File: src/design/crrs_pkg.sv
// Package for the class-rotating round-robin scheduler.
// Holds task counts, widths, the class codes and the stream packing offsets.
// No dependencies.
`default_nettype none

package crrs_pkg;

    localparam int GROUP_TASKS  = 5;
    localparam int HELPER_TASKS = 15;

    localparam int MASK_W = (GROUP_TASKS > HELPER_TASKS) ? GROUP_TASKS : HELPER_TASKS;
    localparam int IDX_W  = (MASK_W > 1) ? $clog2(MASK_W) : 1;
    localparam int GRP_W  = $clog2(GROUP_TASKS);
    localparam int HLP_W  = $clog2(HELPER_TASKS);

    localparam int CLASS_W        = 2;
    localparam int CHOSEN_INDEX_W = 4;

    localparam int IN_BITS   = 2 * GROUP_TASKS + HELPER_TASKS;
    localparam int IN_DATA_W = ((IN_BITS + 7) / 8) * 8;
    localparam int IN_A_LO   = 0;
    localparam int IN_B_LO   = GROUP_TASKS;
    localparam int IN_H_LO   = 2 * GROUP_TASKS;

    localparam int OUT_BITS   = CLASS_W + CHOSEN_INDEX_W;
    localparam int OUT_DATA_W = ((OUT_BITS + 7) / 8) * 8;

    typedef enum logic [CLASS_W-1:0] {
        CLASS_A    = 2'd0,
        CLASS_B    = 2'd1,
        CLASS_H    = 2'd2,
        CLASS_NONE = 2'd3
    } t_class;

    typedef struct packed {
        logic [IDX_W-1:0] idx;
        logic             hit;
    } t_step;

endpackage

`default_nettype wire

File: src/design/crrs_step.sv
// Shared scan step of the scheduler: advances a round-robin index with wrap
// and tests the alive bit at the new index. Depends on crrs_pkg.
`default_nettype none

module crrs_step
    import crrs_pkg::*;
(
    input  wire logic [MASK_W-1:0] i_mask,
    input  wire logic [IDX_W-1:0]  i_idx,
    input  wire logic [IDX_W-1:0]  i_last,
    output t_step                  o_step
);

    logic [IDX_W-1:0] nxt;

    always_comb begin
        if (i_idx >= i_last) begin
            nxt = '0;
        end else begin
            nxt = i_idx + IDX_W'(1);
        end
        o_step.idx = nxt;
        o_step.hit = i_mask[nxt];
    end

endmodule

`default_nettype wire

File: src/design/class_rotating_round_robin_scheduler.sv
// Top level of the class-rotating round-robin scheduler.
// Uses crrs_pkg and the shared scan step crrs_step.
//
// One beat of alive masks yields one beat naming the chosen class and task.
// The class tried first rotates A, B, helper; a group scan that finds no
// alive task falls through to the helper scan. A single step unit examines
// one mask bit per cycle. The longest scan is a full group scan followed by
// a full helper scan. A finished result waits while the output register is
// full. The input is not ready while a scan runs or a result waits, and it
// is ready again once the result is registered.
`default_nettype none

module class_rotating_round_robin_scheduler
    import crrs_pkg::*;
(
    input  wire logic                  i_clk,
    input  wire logic                  i_rst_n,
    input  wire logic                  s_axis_tvalid,
    output logic                       s_axis_tready,
    // alive_a, alive_b, alive_h from bit 0 up, zero filled
    input  wire logic [IN_DATA_W-1:0]  s_axis_tdata,
    output logic                       m_axis_tvalid,
    input  wire logic                  m_axis_tready,
    // chosen_class, chosen_index from bit 0 up, zero filled
    output logic [OUT_DATA_W-1:0]      m_axis_tdata
);

    typedef enum logic [3:0] {
        S_IDLE = 4'b0001,
        S_GRP  = 4'b0010,
        S_HLP  = 4'b0100,
        S_EMIT = 4'b1000
    } t_state;

    t_state                 r_state, n_state;
    t_class                 r_cur, n_cur;
    logic [GRP_W-1:0]       r_pos_a, n_pos_a;
    logic [GRP_W-1:0]       r_pos_b, n_pos_b;
    logic [HLP_W-1:0]       r_pos_h, n_pos_h;
    logic                   r_grp_b, n_grp_b;
    logic [IDX_W-1:0]       r_idx, n_idx;
    logic [IDX_W-1:0]       r_cnt, n_cnt;
    logic [GROUP_TASKS-1:0] r_alive_a, n_alive_a;
    logic [GROUP_TASKS-1:0] r_alive_b, n_alive_b;
    logic [HELPER_TASKS-1:0] r_alive_h, n_alive_h;
    t_class                 r_res_class, n_res_class;
    logic [IDX_W-1:0]       r_res_idx, n_res_idx;
    logic                   r_m_valid, n_m_valid;
    logic [OUT_DATA_W-1:0]  r_m_data, n_m_data;

    logic [MASK_W-1:0]      step_mask;
    logic [IDX_W-1:0]       step_last;
    t_step                  step;
    logic                   in_beat;
    logic                   out_free;

    assign s_axis_tready = (r_state == S_IDLE);
    assign in_beat       = s_axis_tvalid && s_axis_tready;
    assign out_free      = !r_m_valid || m_axis_tready;
    assign m_axis_tvalid = r_m_valid;
    assign m_axis_tdata  = r_m_data;

    always_comb begin
        if (r_state == S_HLP) begin
            step_mask = MASK_W'(r_alive_h);
            step_last = IDX_W'(HELPER_TASKS - 1);
        end else begin
            step_mask = r_grp_b ? MASK_W'(r_alive_b) : MASK_W'(r_alive_a);
            step_last = IDX_W'(GROUP_TASKS - 1);
        end
    end

    crrs_step u_step (
        .i_mask (step_mask),
        .i_idx  (r_idx),
        .i_last (step_last),
        .o_step (step)
    );

    always_comb begin
        n_state     = r_state;
        n_cur       = r_cur;
        n_pos_a     = r_pos_a;
        n_pos_b     = r_pos_b;
        n_pos_h     = r_pos_h;
        n_grp_b     = r_grp_b;
        n_idx       = r_idx;
        n_cnt       = r_cnt;
        n_alive_a   = r_alive_a;
        n_alive_b   = r_alive_b;
        n_alive_h   = r_alive_h;
        n_res_class = r_res_class;
        n_res_idx   = r_res_idx;
        n_m_valid   = r_m_valid;
        n_m_data    = r_m_data;

        if (r_m_valid && m_axis_tready) begin
            n_m_valid = 1'b0;
        end

        case (r_state)
            S_IDLE: begin
                if (in_beat) begin
                    n_alive_a = s_axis_tdata[IN_A_LO +: GROUP_TASKS];
                    n_alive_b = s_axis_tdata[IN_B_LO +: GROUP_TASKS];
                    n_alive_h = s_axis_tdata[IN_H_LO +: HELPER_TASKS];
                    n_cnt     = '0;
                    case (r_cur)
                        CLASS_A: begin
                            n_grp_b = 1'b1;
                            n_idx   = IDX_W'(r_pos_b);
                            n_state = S_GRP;
                        end
                        CLASS_B: begin
                            n_idx   = IDX_W'(r_pos_h);
                            n_state = S_HLP;
                        end
                        default: begin
                            n_grp_b = 1'b0;
                            n_idx   = IDX_W'(r_pos_a);
                            n_state = S_GRP;
                        end
                    endcase
                end
            end
            S_GRP: begin
                if (step.hit) begin
                    if (r_grp_b) begin
                        n_pos_b     = GRP_W'(step.idx);
                        n_cur       = CLASS_B;
                        n_res_class = CLASS_B;
                    end else begin
                        n_pos_a     = GRP_W'(step.idx);
                        n_cur       = CLASS_A;
                        n_res_class = CLASS_A;
                    end
                    n_res_idx = step.idx;
                    n_state   = S_EMIT;
                end else if (r_cnt == IDX_W'(GROUP_TASKS - 1)) begin
                    n_cnt   = '0;
                    n_idx   = IDX_W'(r_pos_h);
                    n_state = S_HLP;
                end else begin
                    n_cnt = r_cnt + IDX_W'(1);
                    n_idx = step.idx;
                end
            end
            S_HLP: begin
                if (step.hit) begin
                    n_pos_h     = HLP_W'(step.idx);
                    n_cur       = CLASS_H;
                    n_res_class = CLASS_H;
                    n_res_idx   = step.idx;
                    n_state     = S_EMIT;
                end else if (r_cnt == IDX_W'(HELPER_TASKS - 1)) begin
                    n_res_class = CLASS_NONE;
                    n_res_idx   = '0;
                    n_state     = S_EMIT;
                end else begin
                    n_cnt = r_cnt + IDX_W'(1);
                    n_idx = step.idx;
                end
            end
            S_EMIT: begin
                if (out_free) begin
                    n_m_valid = 1'b1;
                    n_m_data  = OUT_DATA_W'({CHOSEN_INDEX_W'(r_res_idx), r_res_class});
                    n_state   = S_IDLE;
                end
            end
            default: begin
                n_state = S_IDLE;
            end
        endcase
    end

    always_ff @(posedge i_clk) begin
        if (!i_rst_n) begin
            r_state   <= S_IDLE;
            r_cur     <= CLASS_H;
            r_pos_a   <= '0;
            r_pos_b   <= '0;
            r_pos_h   <= '0;
            r_grp_b   <= 1'b0;
            r_idx     <= '0;
            r_cnt     <= '0;
            r_m_valid <= 1'b0;
        end else begin
            r_state   <= n_state;
            r_cur     <= n_cur;
            r_pos_a   <= n_pos_a;
            r_pos_b   <= n_pos_b;
            r_pos_h   <= n_pos_h;
            r_grp_b   <= n_grp_b;
            r_idx     <= n_idx;
            r_cnt     <= n_cnt;
            r_m_valid <= n_m_valid;
        end
    end

    always_ff @(posedge i_clk) begin
        r_alive_a   <= n_alive_a;
        r_alive_b   <= n_alive_b;
        r_alive_h   <= n_alive_h;
        r_res_class <= n_res_class;
        r_res_idx   <= n_res_idx;
        r_m_data    <= n_m_data;
    end

endmodule

`default_nettype wire

File: config.mk
export PLATFORM = sky130hd
export DESIGN_NAME = class_rotating_round_robin_scheduler
export DESIGN_NICKNAME = d
export VERILOG_FILES = /design/src/design/crrs_pkg.sv /design/src/design/crrs_step.sv /design/src/design/class_rotating_round_robin_scheduler.sv
export SDC_FILE = /design/constraint.sdc
export NUM_CORES = 1
export LEC_CHECK = 0
export BUFFER_PORTS_ARGS = -buffer_cell sky130_fd_sc_hd__buf_2
export CAP_MARGIN = 15
export CORE_MARGIN = 2
export CORE_UTILIZATION = 25
export DETAILED_ROUTE_END_ITERATION = 8
export HOLD_SLACK_MARGIN = 0.02
export PLACE_DENSITY = 0.53
export RECOVER_POWER = 25
export SKIP_CTS_REPAIR_TIMING = 1
export SLEW_MARGIN = 10
export SYNTH_ARGS = -nofsm -noshare
export SYNTH_HDL_FRONTEND = slang
export SYNTH_HIERARCHICAL = 1
export SYNTH_SLANG_ARGS = --single-unit
File: constraint.sdc
create_clock -name i_clk -period 3.8 [get_ports i_clk]
set_clock_uncertainty 0.05 [all_clocks]
set_input_delay 0.19 -clock i_clk [delete_from_list [all_inputs] [get_ports i_clk]]
set_output_delay 0.19 -clock i_clk [all_outputs]
set_load 0.05 [all_outputs]
After elaboration in Yosys (flattened, before gate mapping)
Cells that the tools add are included.
{ "totals": {"regBits": 63, "inputBits": 36, "out_inout_bits": 10, "wordCells": 96} }
{ "classes": {"n_addsub": 2, "magnitude_cmp": 2, "eq_ne": 16, "muxes": 42, "bitwise": 2, "n_reduce_logical": 17} }
{ "op_table": {"columns": ["op", "count"], "rows": [
  ["2-to-1 mux 4 bit", 21],
  ["case mux 4 bit (3 select lines)", 2],
  ["case mux 4 bit (2 select lines)", 2],
  ["case mux 4 bit (4 select lines)", 1],
  ["2-to-1 mux 15 bit", 1],
  ["AND reduction 3 bit", 5],
  ["!= test 2 bit, second input constant", 6],
  ["adder 4 x 1 -> 4 bit, second input constant", 2],
  ["equality test 4 x 3 -> 1 bit, second input constant", 2],
  ["equality test 4 bit, second input constant", 2],
  ["2-to-1 mux 2 bit", 4],
  ["case mux 2 bit (2 select lines)", 2],
  ["AND reduction 2 bit", 3],
  ["less-than comparator 4 x 5 -> 1 bit, second input constant", 1],
  ["2-to-1 mux 1 bit", 5],
  ["2-to-1 mux 5 bit", 1],
  ["AND reduction 5 bit", 1],
  ["binary-select mux 1 bit (select 4 bit)", 1],
  ["equality test 4 x 1 -> 1 bit, second input constant", 1],
  ["equality test 4 x 2 -> 1 bit, second input constant", 1],
  [">= comparator 4 bit", 1],
  ["AND reduction 4 bit", 1],
  ["2-to-1 mux 3 bit", 1],
  ["!= test 3 x 2 -> 1 bit, second input constant", 1],
  ["other kinds (11)", 13]
]} }

Logic depth before layout (Yosys ltp)
{ "logic_depth": {"word_depth": 8, "ltp_mapped": 17, "depth_no_buf": 13} }

Modules after synthesis
The synthesis kept the hierarchy.
{ "modules_own_cells": {"columns": ["module", "n_inst", "cells_each", "area_each_um2", "seq_area_each_um2"], "rows": [
  ["class_rotating_round_robin_scheduler", 1, 230, 2730.1, 1631.6],
  ["crrs_step", 1, 45, 370.4, 0.0]
]} }

Least setup slack after synthesis
No wires, ideal clock.
{ "synth_timing": {"kind": "register to register", "start": "register r_state[1]", "end": "register r_res_class[0] (enable)", "setup_ps": 372, "t_arrival_ps": 3361, "t_required_ps": 3378, "setup_slack_ps": 17, "stages_incl_launch_ff": 15, "path_buffers": 4, "synth_period_minus_slack_ps": 3783, "path_cell_list": "dfxtp_1 > buf_6 > or4b_4 > clkinv_4 > buf_6 > buf_2 > inv_1 > ha_1 > a41oi_2 > nand2_1 > nor2_1 > mux2i_1 > clkbuf_1 > inv_1 > a21oi_1"} }
{ "synth_rtl": {"columns": ["element", "line", "text"], "rows": [
  ["from (decl)", "class_rotating_round_robin_scheduler.sv:35", "t_state r_state, n_state;"],
  ["from (signal assigned)", "class_rotating_round_robin_scheduler.sv:189", "r_state <= n_state;"],
  ["to (signal assigned)", "class_rotating_round_robin_scheduler.sv:205", "r_res_class <= n_res_class;"],
  ["to (decl)", "class_rotating_round_robin_scheduler.sv:46", "t_class r_res_class, n_res_class;"]
]} }

==> qor.yml <==
outcome:
  outcome: "finished, final reports clean"
floorplan:
  pin_count: 46
  start_util_pct: 25.7
  dieArea_um2: 13300
  die_h_um: 115
  core-area_um2: 12100
  fp.dieW_um: 115
  fp-row-count: 40
grt:
  gr-total-overflow: 0
  grt_usage_pct: 10.9
  grt_max_degree: 35
  grt_first_pass_wirelength_um: 11300
  antenna_found_initial: 0
  grt_pass1_vias: 2235
logic_synthesis:
  synth_seq_area_share_pct: 52.6
  syn_area_um2: 3100
  yosysWarnings: 6
  ys_seq_elements: 63
  ys_types: 61
  syn_inst: 275
  synth.avg_cell_area_um2: 11.3
  ys.flop_type: "edfxtp_1"
  async_flop_share_pct: 0
  synth_edf_count: 37
critical_path:
  critPathMaxStageDelay_ns: 0.63
  crit_buf_inv: 4
  cp-startpoint: "r_state[0]$_SDFFE_PN1P_"
  crit_chain: "or4b_4 -> clkinv_4 -> inv_1 -> ha_1 -> a41oi_4 -> nand2_1 -> o31ai_2 -> mux2i_1 -> buf_4 -> inv_1 -> o2111a_2 -> o22ai_1 -> a32o_1"
  critPathCaptureType: "register"
  reg2reg_from: "r_state[0]$_SDFFE_PN1P_"
  startpoint_type: "register"
  slowest_stage: "or4b_4"
  required_ns: 3.97
  path_delay_family: "compound AO/OA/AOI/OAI gates"
  critPathKind: "reg2reg"
  critPathMaxFanout: 8
  crit_top_cell: "inv_1"
  critPathArrivalTime_ns: 3.69
final_layout:
  area_growth_pct: 30.5
  nets: 391
  drive_gt1_share_pct: 24.1
  antenna_cells: 0
sta:
  finalCriticalPeriod_ns: 3.52
  fin_tns_setup_ns: 0
  fmax_mhz: 284
  finalCritPeriodShare_pct: 92.6
  finalHoldViolations: 0
  setup_viol: 0
  tightest_slew_ns: 0.704
  slew-limit-headroom_pct: 53.0
  fin_hold_ws_ns: 0.0901
  rsz0062_at_grt: "false"
  drv_slew: 0
drt:
  drt_iter0_drc: 205
  drc: 0
  wl_um: 6960
  first_pass_iters: 4
  vias: 2343
  antenna_left: 0
  viasPerCell: 4.51
  wire_per_inst_um: 13.4
power_and_ir_drop:
  power_frac_seq_pct: 33.2
  p_clk_share_pct: 26.4
  p_sw_uw: 1130
  power_density_nw_per_um2: 754
  power_switching_share_pct: 36.9
  leakage_uw: 0.00152
  power_frac_comb_pct: 40.4
  ir_drop_uv: 234
  p_int_uw: 1930
clock_network:
  clock_path_buffers: 2
  cts_tree: "yes"
  path_clk_slew_ns: 0.05
  root_buffer: "clkbuf_16"
  htreeDepth: 3
  cts_sinks: 63
  cts_buffers: 9
  clkLatencyLatePin_ns: 0.33
hold_path:
  hold_class: "in2reg"
  hold_path.startpoint: "i_rst_n"
placement:
  hpwl_um: 4700
  port_buffers: 36
  gp_congestion: 0.795
job:
  max_cap_violations: 0
power groups by stage:
| stage | sequential, µW | clock [µW] | combinational, µW |
|---|---|---|---|
| after floorplan | 971 | 0 | 884 |
| after global placement | 1020 | 0 | 1160 |
| after detailed placement | 1030 | 0 | 1180 |
| after CTS | 1010 | 829 | 1190 |
| after global routing | 1030 | 858 | 1360 |
| final | 1010 | 807 | 1230 |
synthesized netlist by cell type, types with 4 or more instances:
library cell,n,area [µm²]
a21oi_1,16,80.1
nor2b_1,6,37.5
a311oi_1,4,35.0
ha_1,8,100
nor3b_1,4,30.0
clkbuf_1,5,18.8
nand2_1,21,78.8
and2_1,11,68.8
mux2i_1,15,150
nor2_1,15,56.3
buf_6,4,45.0
inv_1,9,33.8
dfxtp_1,26,521
nor3_1,6,30.0
o21ai_0,15,75.1
edfxtp_1,37,1110
nand3_1,10,50.1
registers in the layout, indices dropped and copies added, names as in the netlist:
register / flops
r_alive_h: 15
m_axis_tdata: 6
r_alive_a: 5
r_alive_b: 5
r_cnt: 4
r_idx: 4
r_pos_h: 4
r_res_idx: 4
r_state: 4
r_pos_a: 3
r_pos_b: 3
r_cur: 2
r_res_class: 2
m_axis_tvalid: 1
r_grp_b: 1
path summary, 6_finish.rpt:
kind / cells after the start / slack, ns / end
min: 2 / 0.09 / r_cur[1]$_SDFFE_PN1P_
min reg2reg: 0 / 0.37 / m_axis_tdata[5]$_DFFE_PP_
max reg2reg: 13 / 0.28 / r_cnt[3]$_SDFFE_PN0P_
max: 13 / 0.28 / r_cnt[3]$_SDFFE_PN0P_
metal layers:
| metal | share of wire, % | wire, µm | global-route usage [%] | vias to the layer above |
|---|---|---|---|---|
| met5 | 0 | 0 | 0 | - |
| met4 | 1.8 | 125 | 4.02 | 0 |
| li1 | - | - | - | 1153 |
| met1 | 47 | 3240 | 14.5 | 1129 |
| met3 | 4.0 | 281 | 3.22 | 10 |
| met2 | 48 | 3310 | 16.8 | 51 |
per-stage QoR:
step,area (µm²),std cells,util [%],worst slack (ns),total power (µW)
detailed placement,3490,479,28.9,0.261,2210
finish,4050,520,33.6,0.280,3050
global route,4050,520,33.6,0.00538,3260
floorplan,3110,277,-,0.0174,1850
CTS,3780,495,31.3,0.249,3030
global placement,3490,479,28.9,0.384,2180
area by class of cell:
| cell class | count | area [µm²] |
|---|---|---|
| well taps | 168 | 210 |
| inverters | 13 | 53.8 |
| fillers | 1227 | 8010 |
| clock buffers | 11 | 243 |
| repair buffers | 71 | 505 |
| multi-input cells | 189 | 1360 |
| clock inverters | 5 | 48.8 |
| flip-flops and latches | 63 | 1630 |
kinds of logic (layout without fill, tap and decap cells):
family	after synthesis	after routing	share of synthesized area, %
xor gates and xnor gates	3	3	1.70
other	2	4	0.242
buffers and inverters	25	100	4.44
AOI/OAI and AO/OA	64	64	14.9
DFF	63	63	52.6
muxes	19	19	6.78
adders and majority gates	8	8	3.23
and+or+nand+nor	91	91	16.1
placed cells by master, fill, tap and decap left out, types with 8 or more instances in the layout:
cell type,synthesis,layout
a21oi_1,16,16
and2_1,11,11
buf_2,1,36
buf_4,2,10
clkbuf_16,0,9
dfxtp_1,26,26
dlygate4sd3_1,0,25
edfxtp_1,37,37
ha_1,8,8
inv_1,9,9
mux2i_1,15,15
nand2_1,21,21
nand3_1,10,10
nor2_1,15,15
o21ai_0,15,15
Note: power is estimated with default switching activity, not from simulation.
